[src/sv/sobel_pkg.sv]
// Shared types, constants and the per-channel Sobel kernel for the RGB edge filter.
// No dependencies; imported by every module of the block except sobel_ram.
package sobel_pkg;

  localparam int FRAME_WIDTH_RST  = 640;
  localparam int FRAME_HEIGHT_RST = 480;
  localparam int WIDTH_REG_W      = 11;
  localparam int HEIGHT_REG_W     = 13;
  localparam int CFG_DATA_W       = 13;
  localparam int OBUF_DEPTH       = 4;
  localparam int OBUF_CNT_W       = 3;

  typedef enum logic {
    REG_FRAME_WIDTH  = 1'b0,
    REG_FRAME_HEIGHT = 1'b1
  } cfg_reg_t;

  typedef logic [7:0] chan_t;

  // red in the lowest byte, blue in the highest
  typedef struct packed {
    chan_t blue;
    chan_t green;
    chan_t red;
  } pixel_t;

  typedef pixel_t [2:0] win_row_t;
  typedef win_row_t [2:0] window_t;   // [row top..bottom][col left..right]

  typedef struct packed {
    logic valid;
    logic emit;
    logic interior;
    logic eof;
  } stage_ctrl_t;

  function automatic chan_t sobel_chan(input chan_t a00, input chan_t a01, input chan_t a02,
                                       input chan_t a10, input chan_t a12,
                                       input chan_t a20, input chan_t a21, input chan_t a22);
    logic [9:0] gx_p;
    logic [9:0] gx_n;
    logic [9:0] gy_p;
    logic [9:0] gy_n;
    logic [9:0] dx;
    logic [9:0] dy;
    chan_t      cx;
    chan_t      cy;
    logic [8:0] sum;
    gx_p = {2'b00, a00} + {1'b0, a10, 1'b0} + {2'b00, a20};
    gx_n = {2'b00, a02} + {1'b0, a12, 1'b0} + {2'b00, a22};
    gy_p = {2'b00, a00} + {1'b0, a01, 1'b0} + {2'b00, a02};
    gy_n = {2'b00, a20} + {1'b0, a21, 1'b0} + {2'b00, a22};
    dx = gx_p - gx_n;
    dy = gy_p - gy_n;
    if (gx_p <= gx_n) cx = 8'h00;
    else if (dx > 10'd255) cx = 8'hFF;
    else cx = dx[7:0];
    if (gy_p <= gy_n) cy = 8'h00;
    else if (dy > 10'd255) cy = 8'hFF;
    else cy = dy[7:0];
    sum = {1'b0, cx} + {1'b0, cy};
    return sum[8:1];
  endfunction

endpackage

[src/sv/sobel_out_buf.sv]
// Small result queue that decouples the filter pipeline from output backpressure.
// Depends on sobel_pkg.
module sobel_out_buf
  import sobel_pkg::*;
#(
  parameter int WIDTH = 25
) (
  input  logic                  clk,
  input  logic                  rst_n,
  input  logic                  push,
  input  logic [WIDTH-1:0]      push_data,
  input  logic                  pop_ready,
  output logic                  pop_valid,
  output logic [WIDTH-1:0]      pop_data,
  output logic [OBUF_CNT_W-1:0] count
);

  localparam int PW = $clog2(OBUF_DEPTH);

  logic [WIDTH-1:0]      mem_r [OBUF_DEPTH];
  logic [PW-1:0]         wr_ptr_r, rd_ptr_r;
  logic [OBUF_CNT_W-1:0] cnt_r;
  logic                  pop;

  assign pop = (cnt_r != '0) && pop_ready;

  always_ff @(posedge clk) begin
    if (push) begin
      mem_r[wr_ptr_r] <= push_data;
    end
  end

  always_ff @(posedge clk) begin
    if (!rst_n) begin
      wr_ptr_r <= '0;
      rd_ptr_r <= '0;
      cnt_r    <= '0;
    end else begin
      if (push) wr_ptr_r <= wr_ptr_r + 1'b1;
      if (pop) rd_ptr_r <= rd_ptr_r + 1'b1;
      if (push && !pop) cnt_r <= cnt_r + 1'b1;
      else if (pop && !push) cnt_r <= cnt_r - 1'b1;
    end
  end

  assign pop_valid = cnt_r != '0;
  assign pop_data  = mem_r[rd_ptr_r];
  assign count     = cnt_r;

endmodule
[config.mk]
export PLATFORM = sky130hd
export DESIGN_NAME = sobel_out_buf
export DESIGN_NICKNAME = d
export VERILOG_FILES = /design/src/sv/sobel_pkg.sv /design/src/sv/sobel_out_buf.sv
export SDC_FILE = /design/constraint.sdc
export NUM_CORES = 1
export LEC_CHECK = 0
export BUFFER_PORTS_ARGS = -buffer_cell sky130_fd_sc_hd__buf_2
export CORE_MARGIN = 1.5
export CORE_UTILIZATION = 56
export DETAILED_ROUTE_END_ITERATION = 8
export PLACE_DENSITY_LB_ADDON = 0.3
export SYNTH_ARGS = -nofsm -noshare
export SYNTH_HDL_FRONTEND = slang
export SYNTH_SLANG_ARGS = --single-unit
[constraint.sdc]
create_clock -name clk -period 4.45 [get_ports clk]
set_clock_uncertainty 0.05 [all_clocks]
set_input_delay 0.89 -clock clk [delete_from_list [all_inputs] [get_ports clk]]
set_output_delay 0.89 -clock clk [all_outputs]
set_load 0.01 [all_outputs]
==> metrics.cfg, run 1 <==
[power_and_ir_drop]
p_int_mw = 1.73
peakVddDrop_mv = 0.297
p_switching_mw = 0.617
p_leak_nw = 1.62
pwr-share-seq = 0.552
pwr-share-comb = 0.203
p_clk_frac = 0.245
netSwitchingFraction = 0.263
power_density_nw_per_um2 = 500

[drt]
first_pass_iters = 4
routed-via-count = 1853
drc_errors = 0
wire_per_inst_um = 18.3
drt_iter0_drc = 85
avgViaCountPerCell = 5.39
wl_mm = 6.31
ant_nets = 0

[worst_setup_path]
cp.arrival_ps = 2080
critPathMaxFanout = 25
worst_setup_path_start_kind = flip-flop
critPathCaptureType = output pin
reg2reg_depth = 7
critPathRequiredTime_ps = 3510
regToRegSetupSlack_ps = 2340
critPathKind = reg -> out

[final_layout]
final_common_cell = edfxtp_1
final_nets = 275
syn2layout_area_growth_pct = 14.1
final_area_sq_um = 4700
drive_gt1_frac = 0.404
final_cell_mix = edfxtp_1, buf_2, mux4_2
antennaDiodeCount = 0

[clocking]
clock-root-buffer = clkbuf_8
insertion_delay_ps = 340
clock_path_buffers = 2
cts_buffers = 9
clock-sinks = 109
cts_setup_buffers = 0
ctsHtreeMaxLevel = 3
cts_tree = done
path_clk_slew_ps = 90
ctsHoldBuffers = 0
cts_resized = 0

[sta]
min_period_over_period = 0.680
tightest_slew_ps = 937
setup-violations-final = 0
rsz0062_at_grt = false
timing.hold.ws_ps = 522
hold_viol = 0
fin_crit_ps = 3020
max_freq_ghz = 0.331
setup_ws_ps = 1430
fin_tns_setup_ps = 0
maxSlewViolCount = 0
slew_headroom = 0.374

[floorplanning]
num_rows = 31
start_util = 0.574
fp.dieH_um = 88.8
ios = 58
die_x_um = 88.8
core_area_sq_um = 7180
die-area_sq_um = 7880

[synthesis]
postSynthAreaPerCell_sq_um = 23.8
netlist_area_sq_um = 4120
synth_cells = 173
synth.top_cell.area_share = 0.729
synthTopCellsByArea = edfxtp_1, mux4_2, dfxtp_1
yosys_warnings = 0
yosysUniqueCellTypes = 21
synth-seq-cells = 109
ys_seq_area_frac = 0.773
synth_fp_nets = 208
yosys.area.top_type = edfxtp_1

[global_routing]
grt_usage = 0.170
grt_pass1_wl_mm = 9.40
grt_max_degree = 26
gr-total-overflow = 0
first_global_vias = 1812
antenna_found_initial = 0

[worst_hold_path]
hold_path.class = reg -> reg
whs_path_depth = 2

[placement]
post-place-ws_ps = 1700
port_buffers = 57
gp_congestion = 0.671
dpl_cell_area_sq_um = 4500
hpwlAfterDp_mm = 3.90

[flow_run]
max_cap_viol_count = 0

[run_status]
outcome = finished, final reports clean

==> state kept, by name (all words and copies together), names as in the netlist, named ones only <==
name / cells
count: 3
mem_r: 100
rd_ptr_r: 2
wr_ptr_r: 2
==> kinds of logic after synthesis <==
kind of cell / Yosys count / synth area share
AO/OA/AOI/OAI: 4 / 0.0121
XOR/XNOR: 5 / 0.0106
adder cells (fa/ha/maj): 6 / 0.0200
buffers and inverters: 9 / 0.0188
flip-flops: 109 / 0.773
multiplexers: 27 / 0.146
AND/OR/NAND/NOR: 13 / 0.0197
==> worst max-delay path: stages, from the launching register on <==
cell and delay [ps]:
dfxtp_2 910, mux4_1 670, buf_2 160
==> worst paths after layout <==
path	startpoint	end
worst min-delay path	wr_ptr_r[1]	wr_ptr_r[1]
worst max register to register	count[1]	count[2]
worst min register to register	wr_ptr_r[1]	wr_ptr_r[1]
worst max-delay path	flip-flop	pop_data[24]
==> synth_stat cells (all sizes together) <==
cell type	count
a21boi	1
and2	9
buf	5
clkbuf	1
dfxtp	9
edfxtp	100
fa	1
ha	5
inv	3
mux2i	2
mux4	25
nor2b	2
o21ai	1
o311ai	1
o31ai	1
or3	2
xnor2	3
xor2	2
==> cell type report <==
type	instances	area, sq um
clock buffer	9	124
clock inverter	7	73.8
fill	490	2480
inverter	3	11.3
multi-input combinational	55	860
sequential	109	3180
tap	99	124
timing repair buffer	62	323
==> power by group through the flow <==
| stage | registers (mW) | logic, mW | clock network, mW |
|---|---|---|---|
| final | 1.30 | 0.476 | 0.576 |
| after floorplan | 1.25 | 0.425 | 0 |
| after CTS | 1.31 | 0.485 | 0.590 |
| after global routing | 1.32 | 0.517 | 0.634 |
| after detailed placement | 1.33 | 0.484 | 0 |
| after global placement | 1.32 | 0.474 | 0 |
==> through the flow <==
| step | instances | power, mW | util |
|---|---|---|---|
| floorplan | 173 | 1.67 | - |
| global placement | 328 | 1.80 | 0.627 |
| detailed placement | 328 | 1.81 | 0.627 |
| CTS | 344 | 2.38 | 0.655 |
| global route | 344 | 2.47 | 0.655 |
| finish | 344 | 2.35 | 0.655 |
==> metal layers <==
layer | GRT usage | part of all wire
met1 | 0.224 | 0.44
met2 | 0.275 | 0.51
met3 | 0.0299 | 0.038
met4 | 0.0866 | 0.011
met5 | 0 | 0
No activity file was read; power rests on OpenSTA's default activity.
==> inputs of run 2 (changes only) <==
--- a/config.mk
+++ b/config.mk
@@ -5,9 +5,10 @@
 export SDC_FILE = /design/constraint.sdc
 export NUM_CORES = 1
 export LEC_CHECK = 0
+export ABC_AREA = 1
 export BUFFER_PORTS_ARGS = -buffer_cell sky130_fd_sc_hd__buf_2
 export CORE_MARGIN = 1.5
-export CORE_UTILIZATION = 56
+export CORE_UTILIZATION = 51
 export DETAILED_ROUTE_END_ITERATION = 8
 export PLACE_DENSITY_LB_ADDON = 0.3
 export SYNTH_ARGS = -nofsm -noshare
==> constraint.sdc (replaced) <==
create_clock -name clk -period 2.6 [get_ports clk]
set_clock_uncertainty 0.05 [all_clocks]
set_input_delay 0.52 -clock clk [delete_from_list [all_inputs] [get_ports clk]]
set_output_delay 0.52 -clock clk [all_outputs]
set_load 0.01 [all_outputs]
==> run 2 against run 1 <==
  * Flip-flop and latch count stayed put
  * Cell count is 39% higher
  * Largest power group unchanged
  * Sequential share of layout area is 2.2 points lower
  * Design area is 3.4% higher
  * Register-to-register slack worse by 1500 ps
  * Die area is 13% higher
  * Largest cell class unchanged
==> metrics.cfg, run 2 <==
[run_status]
outcome = finished, final reports clean  ; unchanged

[drt]
wl_met2_mm = 3.68  ; was 3.24 mm
avgViaCountPerCell = 5.19  ; was 5.39
top_layer_used = met4  ; unchanged
first_pass_iters = 4  ; unchanged
drc_errors = 0  ; unchanged
wl_met3_um = 391  ; was 240 um
wl_mm = 7.53  ; was 6.31 mm
routed-via-count = 2478  ; was 1853
wl_met1_mm = 3.33  ; was 2.75 mm
ant_nets = 0  ; unchanged
wire_per_inst_um = 15.8  ; was 18.3 um
drt_iter0_drc = 109  ; was 85

[floorplanning]
num_rows = 33  ; was 31
start_util = 0.522  ; was 0.574
fp.dieH_um = 94.5  ; was 88.8 um
die-area_sq_um = 8930  ; was 7880 sq um
ios = 58  ; unchanged
core_area_sq_um = 8180  ; was 7180 sq um
die_x_um = 94.5  ; was 88.8 um

[synthesis]
yosys_warnings = 0  ; unchanged
synth-seq-cells = 109  ; unchanged
ys.flop_type = edfxtp_1  ; unchanged
synth-edff-count = 100  ; unchanged
yosysUniqueCellTypes = 20  ; was 21
synth_most_common_cell = edfxtp_1  ; unchanged
synthTopCellsByArea = edfxtp_1, nor2_1, dfxtp_1  ; was edfxtp_1, mux4_2, dfxtp_1
netlist_area_sq_um = 4270  ; was 4120 sq um
synth_cells = 304  ; was 173
synth.top_cell.area_share = 0.703  ; was 0.729
ys_seq_area_frac = 0.745  ; was 0.773
synth_fp_nets = 339  ; was 208
postSynthAreaPerCell_sq_um = 14.1  ; was 23.8 sq um
synth-async-reset-ratio = 0  ; unchanged
synth_top_cells_by_count = edfxtp_1, nor2_1, o21ai_1  ; was edfxtp_1, mux4_2, and2_1, dfxtp_1
yosys.area.top_type = edfxtp_1  ; unchanged

[final_layout]
antennaDiodeCount = 0  ; unchanged
drive_gt1_frac = 0.288  ; was 0.404
largest_register_ff_count = 100  ; unchanged
final_common_cell = edfxtp_1  ; unchanged
final_nets = 402  ; was 275
final_area_sq_um = 4860  ; was 4700 sq um
syn2layout_area_growth_pct = 13.7  ; was 14.1%
top_register = mem_r  ; unchanged
final_cell_mix = edfxtp_1, buf_2, nor2_1  ; was edfxtp_1, buf_2, mux4_2
fill_cells = 648  ; was 490

[sta]
tightest_slew_ps = 644  ; was 937 ps
setup-violations-final = 0  ; unchanged
slew_headroom = 0.571  ; was 0.374
min_period_over_period = 0.890
fin_crit_ps = 2310
rsz0062_at_grt = false  ; unchanged
fin_tns_setup_ps = 0  ; unchanged
maxSlewViolCount = 0  ; unchanged
max_freq_ghz = 0.432
hold_viol = 0  ; unchanged

[clocking]
ctsHoldBuffers = 0  ; unchanged
path_clk_slew_ps = 110  ; was 90 ps
insertion_delay_ps = 370  ; was 340 ps
cts_setup_buffers = 0  ; unchanged
clock-sinks = 109  ; unchanged
cts_resized = 0  ; unchanged
cts_tree = done  ; unchanged
clock_path_buffers = 2  ; unchanged
clock-root-buffer = clkbuf_8  ; unchanged
ctsHtreeMaxLevel = 3  ; unchanged
cts_buffers = 9  ; unchanged

[global_routing]
grt_max_degree = 51  ; was 26
antenna_found_initial = 0  ; unchanged
gr-total-overflow = 0  ; unchanged
grt_pass1_wl_mm = 12.0  ; was 9.40 mm
first_global_vias = 2421  ; was 1812
grt_usage = 0.184  ; was 0.170

[power_and_ir_drop]
pwr-share-seq = 0.495  ; was 0.552
p_clk_frac = 0.248  ; was 0.245
pwr-share-comb = 0.256  ; was 0.203
p_switching_mw = 1.32  ; was 0.617 mW
peakVddDrop_mv = 0.463  ; was 0.297 mV
p_int_mw = 2.87  ; was 1.73 mW
power_density_nw_per_um2 = 862  ; was 500 nW/um^2
p_leak_nw = 1.80  ; was 1.62 nW
netSwitchingFraction = 0.314  ; was 0.263

[worst_setup_path]
cp_cell_sequence = buf_4, o21ai_1, o22ai_1, buf_2  ; was mux4_1, buf_2
critPathKind = reg -> out  ; unchanged
crit_slowest_cell = buf_4  ; was dfxtp_2
reg2reg_depth = 8  ; was 7
critPathCaptureType = output pin  ; unchanged
regToRegSetupSlack_ps = 790  ; was 2340 ps
worst_setup_path_start_kind = flip-flop  ; unchanged
critPathMaxStageDelay_ps = 450  ; was 910 ps
rr_endpoint = count[1]  ; was count[2]
worst_r2r_startpoint = count[0]  ; was count[1]
critPathRequiredTime_ps = 2030  ; was 3510 ps
critPathMaxFanout = 50  ; was 25
path_buf_inv = 2  ; was 1
cp.arrival_ps = 1740  ; was 2080 ps
critPathTopFamily = buffers and inverters  ; was flip-flops

[worst_hold_path]
min_from = push_data[15]  ; was wr_ptr_r[1]
hold_path.class = in -> reg  ; was reg -> reg
whs_path_depth = 1  ; was 2
min_to = mem_r[0][15]  ; was wr_ptr_r[1]

[placement]
hpwlAfterDp_mm = 4.50  ; was 3.90 mm
port_buffers = 57  ; unchanged
gp_congestion = 0.758  ; was 0.671
dpl_cell_area_sq_um = 4650  ; was 4500 sq um

[flow_run]
max_cap_viol_count = 0  ; unchanged

==> run 2: how the worst max path moves through the flow <==
stage / slack [ps] / depth (start not counted) / to
2_1_floorplan: 840 / 8 / count[1]
3_3_place_gp: 700 / 4 / pop_data[16]
3_5_place_dp: 670 / 4 / pop_data[16]
4_1_cts: 250 / 4 / pop_data[16]
5_1_grt: 140 / 4 / pop_data[19]
6_report: 290 / 4 / pop_data[4]
==> run 2: layout make-up <==
type	count	area [sq um]	area share
Clock inverter	7	82.6	0.0170
Clock buffer	9	124	0.0255
Timing Repair Buffer	67	373	0.0767
Inverter	16	62.6	0.0129
Tap cell	105	131	0.0270
Sequential cell	109	3180	0.655
Multi-Input combinational cell	164	901	0.185
==> run 2: per-stage QoR <==
step / total power [mW] / setup WS [ps] / utilization / std cells / hold WS [ps]
6_report: 4.19 / 287 / 0.594 / 477 / 300
3_3_place_gp: 3.18 / 704 / 0.569 / 461 / 438
5_1_grt: 4.41 / 136 / 0.594 / 477 / 293
2_1_floorplan: 2.88 / 836 / - / 304 / 415
3_5_place_dp: 3.20 / 667 / 0.569 / 461 / 454
4_1_cts: 4.22 / 254 / 0.594 / 477 / 290
==> run 2: cell families after synthesis <==
| family | share of synthesized area |
|---|---|
| adder cells (fa/ha/maj) | 0.0193 |
| flip-flops | 0.745 |
| buffers and inverters | 0.0439 |
| XOR/XNOR | 0.00205 |
| AO/OA/AOI/OAI | 0.124 |
| AND/OR/NAND/NOR | 0.0659 |
==> run 2: metal layers <==
layer  global-route usage  vias to the layer above
met3               0.0443                       12
met4               0.0746                        0
met2                0.305                       63
li1                     -                     1227
met5                    0                        -
met1                0.235                     1176
==> run 2: power groups by stage <==
stage	clock (mW)	combinational, mW	sequential [mW]
floorplan	0	0.757	2.12
global placement	0	1.07	2.11
detailed placement	0	1.09	2.11
CTS	1.05	1.09	2.08
global route	1.12	1.20	2.09
finish	1.04	1.07	2.07
==> inputs of run 3 (changes only) <==
--- a/config.mk
+++ b/config.mk
@@ -7,8 +7,8 @@
 export LEC_CHECK = 0
 export ABC_AREA = 1
 export BUFFER_PORTS_ARGS = -buffer_cell sky130_fd_sc_hd__buf_2
-export CORE_MARGIN = 1.5
-export CORE_UTILIZATION = 51
+export CORE_MARGIN = 2
+export CORE_UTILIZATION = 56
 export DETAILED_ROUTE_END_ITERATION = 8
 export PLACE_DENSITY_LB_ADDON = 0.3
 export SYNTH_ARGS = -nofsm -noshare
==> constraint.sdc (replaced) <==
create_clock -name clk -period 2.2 [get_ports clk]
set_clock_uncertainty 0.05 [all_clocks]
set_input_delay 0.44 -clock clk [delete_from_list [all_inputs] [get_ports clk]]
set_output_delay 0.44 -clock clk [all_outputs]
set_load 0.01 [all_outputs]
==> run 3 against run 2 <==
  * Count of clock-buffer cells in the layout did not move
  * Largest power group unchanged
  * Sequential power rose by 18%
  * First-iteration DRC count rose by 100%
  * Clock power rose by 4%
  * Die area fell by 6.6%
  * Register-to-register slack got worse by 400 ps
  * Critical endpoint is now pop_data[22]
  * Cell count fell by 0.42%
  * Routed wire length rose by 2.1%
  * Setup slack got worse by 160 ps
  * Utilization rose by 6.9 points
  * Critical path depth rose by 1
==> metrics.cfg, run 3 (synthesis gave the netlist of run 2 again) <==
[worst_setup_path]
critPathRequiredTime_ps = 1710  ; was 2030 ps
reg2reg_depth = 8  ; unchanged
critPathMaxFanout = 22  ; was 50
worst_r2r_startpoint = count[0]  ; unchanged
critPathCaptureType = output pin  ; unchanged
cp.arrival_ps = 1580  ; was 1740 ps
regToRegSetupSlack_ps = 390  ; was 790 ps
rr_endpoint = count[1]  ; unchanged
worst_setup_path_start_kind = flip-flop  ; unchanged
critPathKind = reg -> out  ; unchanged

[clocking]
clock-root-buffer = clkbuf_8  ; unchanged
ctsHoldBuffers = 0  ; unchanged
clock_path_buffers = 2  ; unchanged
cts_tree = done  ; unchanged
cts_setup_buffers = 0  ; unchanged
ctsHtreeMaxLevel = 3  ; unchanged
clock-sinks = 109  ; unchanged
cts_resized = 0  ; unchanged
path_clk_slew_ps = 100  ; was 110 ps
insertion_delay_ps = 350  ; was 370 ps
cts_buffers = 9  ; unchanged

[drt]
ant_nets = 0  ; unchanged
wire_per_inst_um = 16.2  ; was 15.8 um
avgViaCountPerCell = 5.35  ; was 5.19
routed-via-count = 2542  ; was 2478
wl_mm = 7.69  ; was 7.53 mm
first_pass_iters = 4  ; unchanged
drt_iter0_drc = 218  ; was 109
drc_errors = 0  ; unchanged

[sta]
rsz0062_at_grt = false  ; unchanged
slew_headroom = 0.752  ; was 0.571
maxSlewViolCount = 0  ; unchanged
max_freq_ghz = 0.483
fin_crit_ps = 2070
setup-violations-final = 0  ; unchanged
min_period_over_period = 0.942
fin_tns_setup_ps = 0  ; unchanged
hold_viol = 0  ; unchanged
tightest_slew_ps = 371  ; was 644 ps

[global_routing]
grt_usage = 0.197  ; was 0.184
first_global_vias = 2546  ; was 2421
grt_max_degree = 32  ; was 51
antenna_found_initial = 0  ; unchanged
grt_pass1_wl_mm = 12.6  ; was 12.0 mm
gr-total-overflow = 0  ; unchanged

[final_layout]
final_common_cell = edfxtp_1  ; unchanged
top_register = mem_r  ; unchanged
final_cell_mix = edfxtp_1, buf_2, nor2_1  ; unchanged
drive_gt1_frac = 0.290  ; was 0.288
stdcell_count = 475  ; was 477
largest_register_ff_count = 100  ; unchanged
antennaDiodeCount = 0  ; unchanged
final_nets = 406  ; was 402
syn2layout_area_growth_pct = 13.8  ; was 13.7%

[worst_hold_path]
hold_path.class = in -> reg  ; unchanged
min_to = mem_r[2][16]  ; was mem_r[0][15]
min_from = push_data[16]  ; was push_data[15]
whs_path_depth = 1  ; unchanged

[floorplanning]
die_x_um = 91.3  ; was 94.5 um
die-area_sq_um = 8340  ; was 8930 sq um
ios = 58  ; unchanged
start_util = 0.583  ; was 0.522
num_rows = 31  ; was 33
core_area_sq_um = 7330  ; was 8180 sq um
fp.dieH_um = 91.3  ; was 94.5 um

[power_and_ir_drop]
power_density_nw_per_um2 = 1000  ; was 862 nW/um^2
p_leak_nw = 1.81  ; was 1.80 nW
peakVddDrop_mv = 0.452  ; was 0.463 mV

[placement]
gp_congestion = 0.748  ; was 0.758
port_buffers = 57  ; unchanged
place_inst = 459  ; was 461
hpwlAfterDp_mm = 5.00  ; was 4.50 mm

[flow_run]
max_cap_viol_count = 0  ; unchanged

[run_status]
outcome = finished, final reports clean  ; unchanged

## run 3: changes by cell type in the layout (fill, tap and decap cells not counted), sizes merged
cell	delta
clkinv	-1
bufinv	-1
clkinvlp	+1
inv	+1
buf	+4
## run 3: where the power goes
group          switching (mW)  internal [mW]
Sequential             0.0633           2.39
Combinational           0.821          0.502
Clock                   0.665          0.417
Total                    1.55           3.31
## run 3: worst max-delay path: stages (launching register included)
cell and delay [ps]:
dfxtp_2 350, inv_4 240, buf_4 230, nor2_1 50
o22ai_1 180, buf_2 170
## run 3: how the worst max path moves through the flow
stage / endpoint / slack [ps] / start
after CTS: pop_data[10] / 100 / flip-flop
after floorplan: count[1] / 440 / count[0]
after detailed placement: count[1] / 410 / count[0]
after global routing: pop_data[19] / 8 / flip-flop
final: pop_data[22] / 130 / flip-flop
after global placement: count[2] / 470 / pop_ready
## run 3: final cells by class
cell class	count	area, sq um
multi-input cells	164	901
clock inverters	7	48.8
flip-flops and latches	109	3180
clock buffers	9	124
inverters	16	62.6
fillers	541	2470
repair buffers	71	415
well taps	99	124
## run 3: per-stage QoR
stage	utilization	worst slack, ps	hold WS (ps)	power [mW]	area [sq um]
3_3_place_gp	0.639	470	452	3.79	4690
3_5_place_dp	0.639	409	446	3.84	4690
6_report	0.663	128	238	4.86	4860
5_1_grt	0.663	7.75	226	5.13	4860
4_1_cts	0.663	102	220	4.90	4860
2_1_floorplan	-	436	415	3.40	4270
## run 3: routing by layer
layer,up-vias,track usage,part of all wire
met5,-,0,0
met4,0,0.0859,0.012
met3,7,0.0390,0.033
met2,44,0.325,0.52
met1,1250,0.255,0.44
li1,1241,-,-
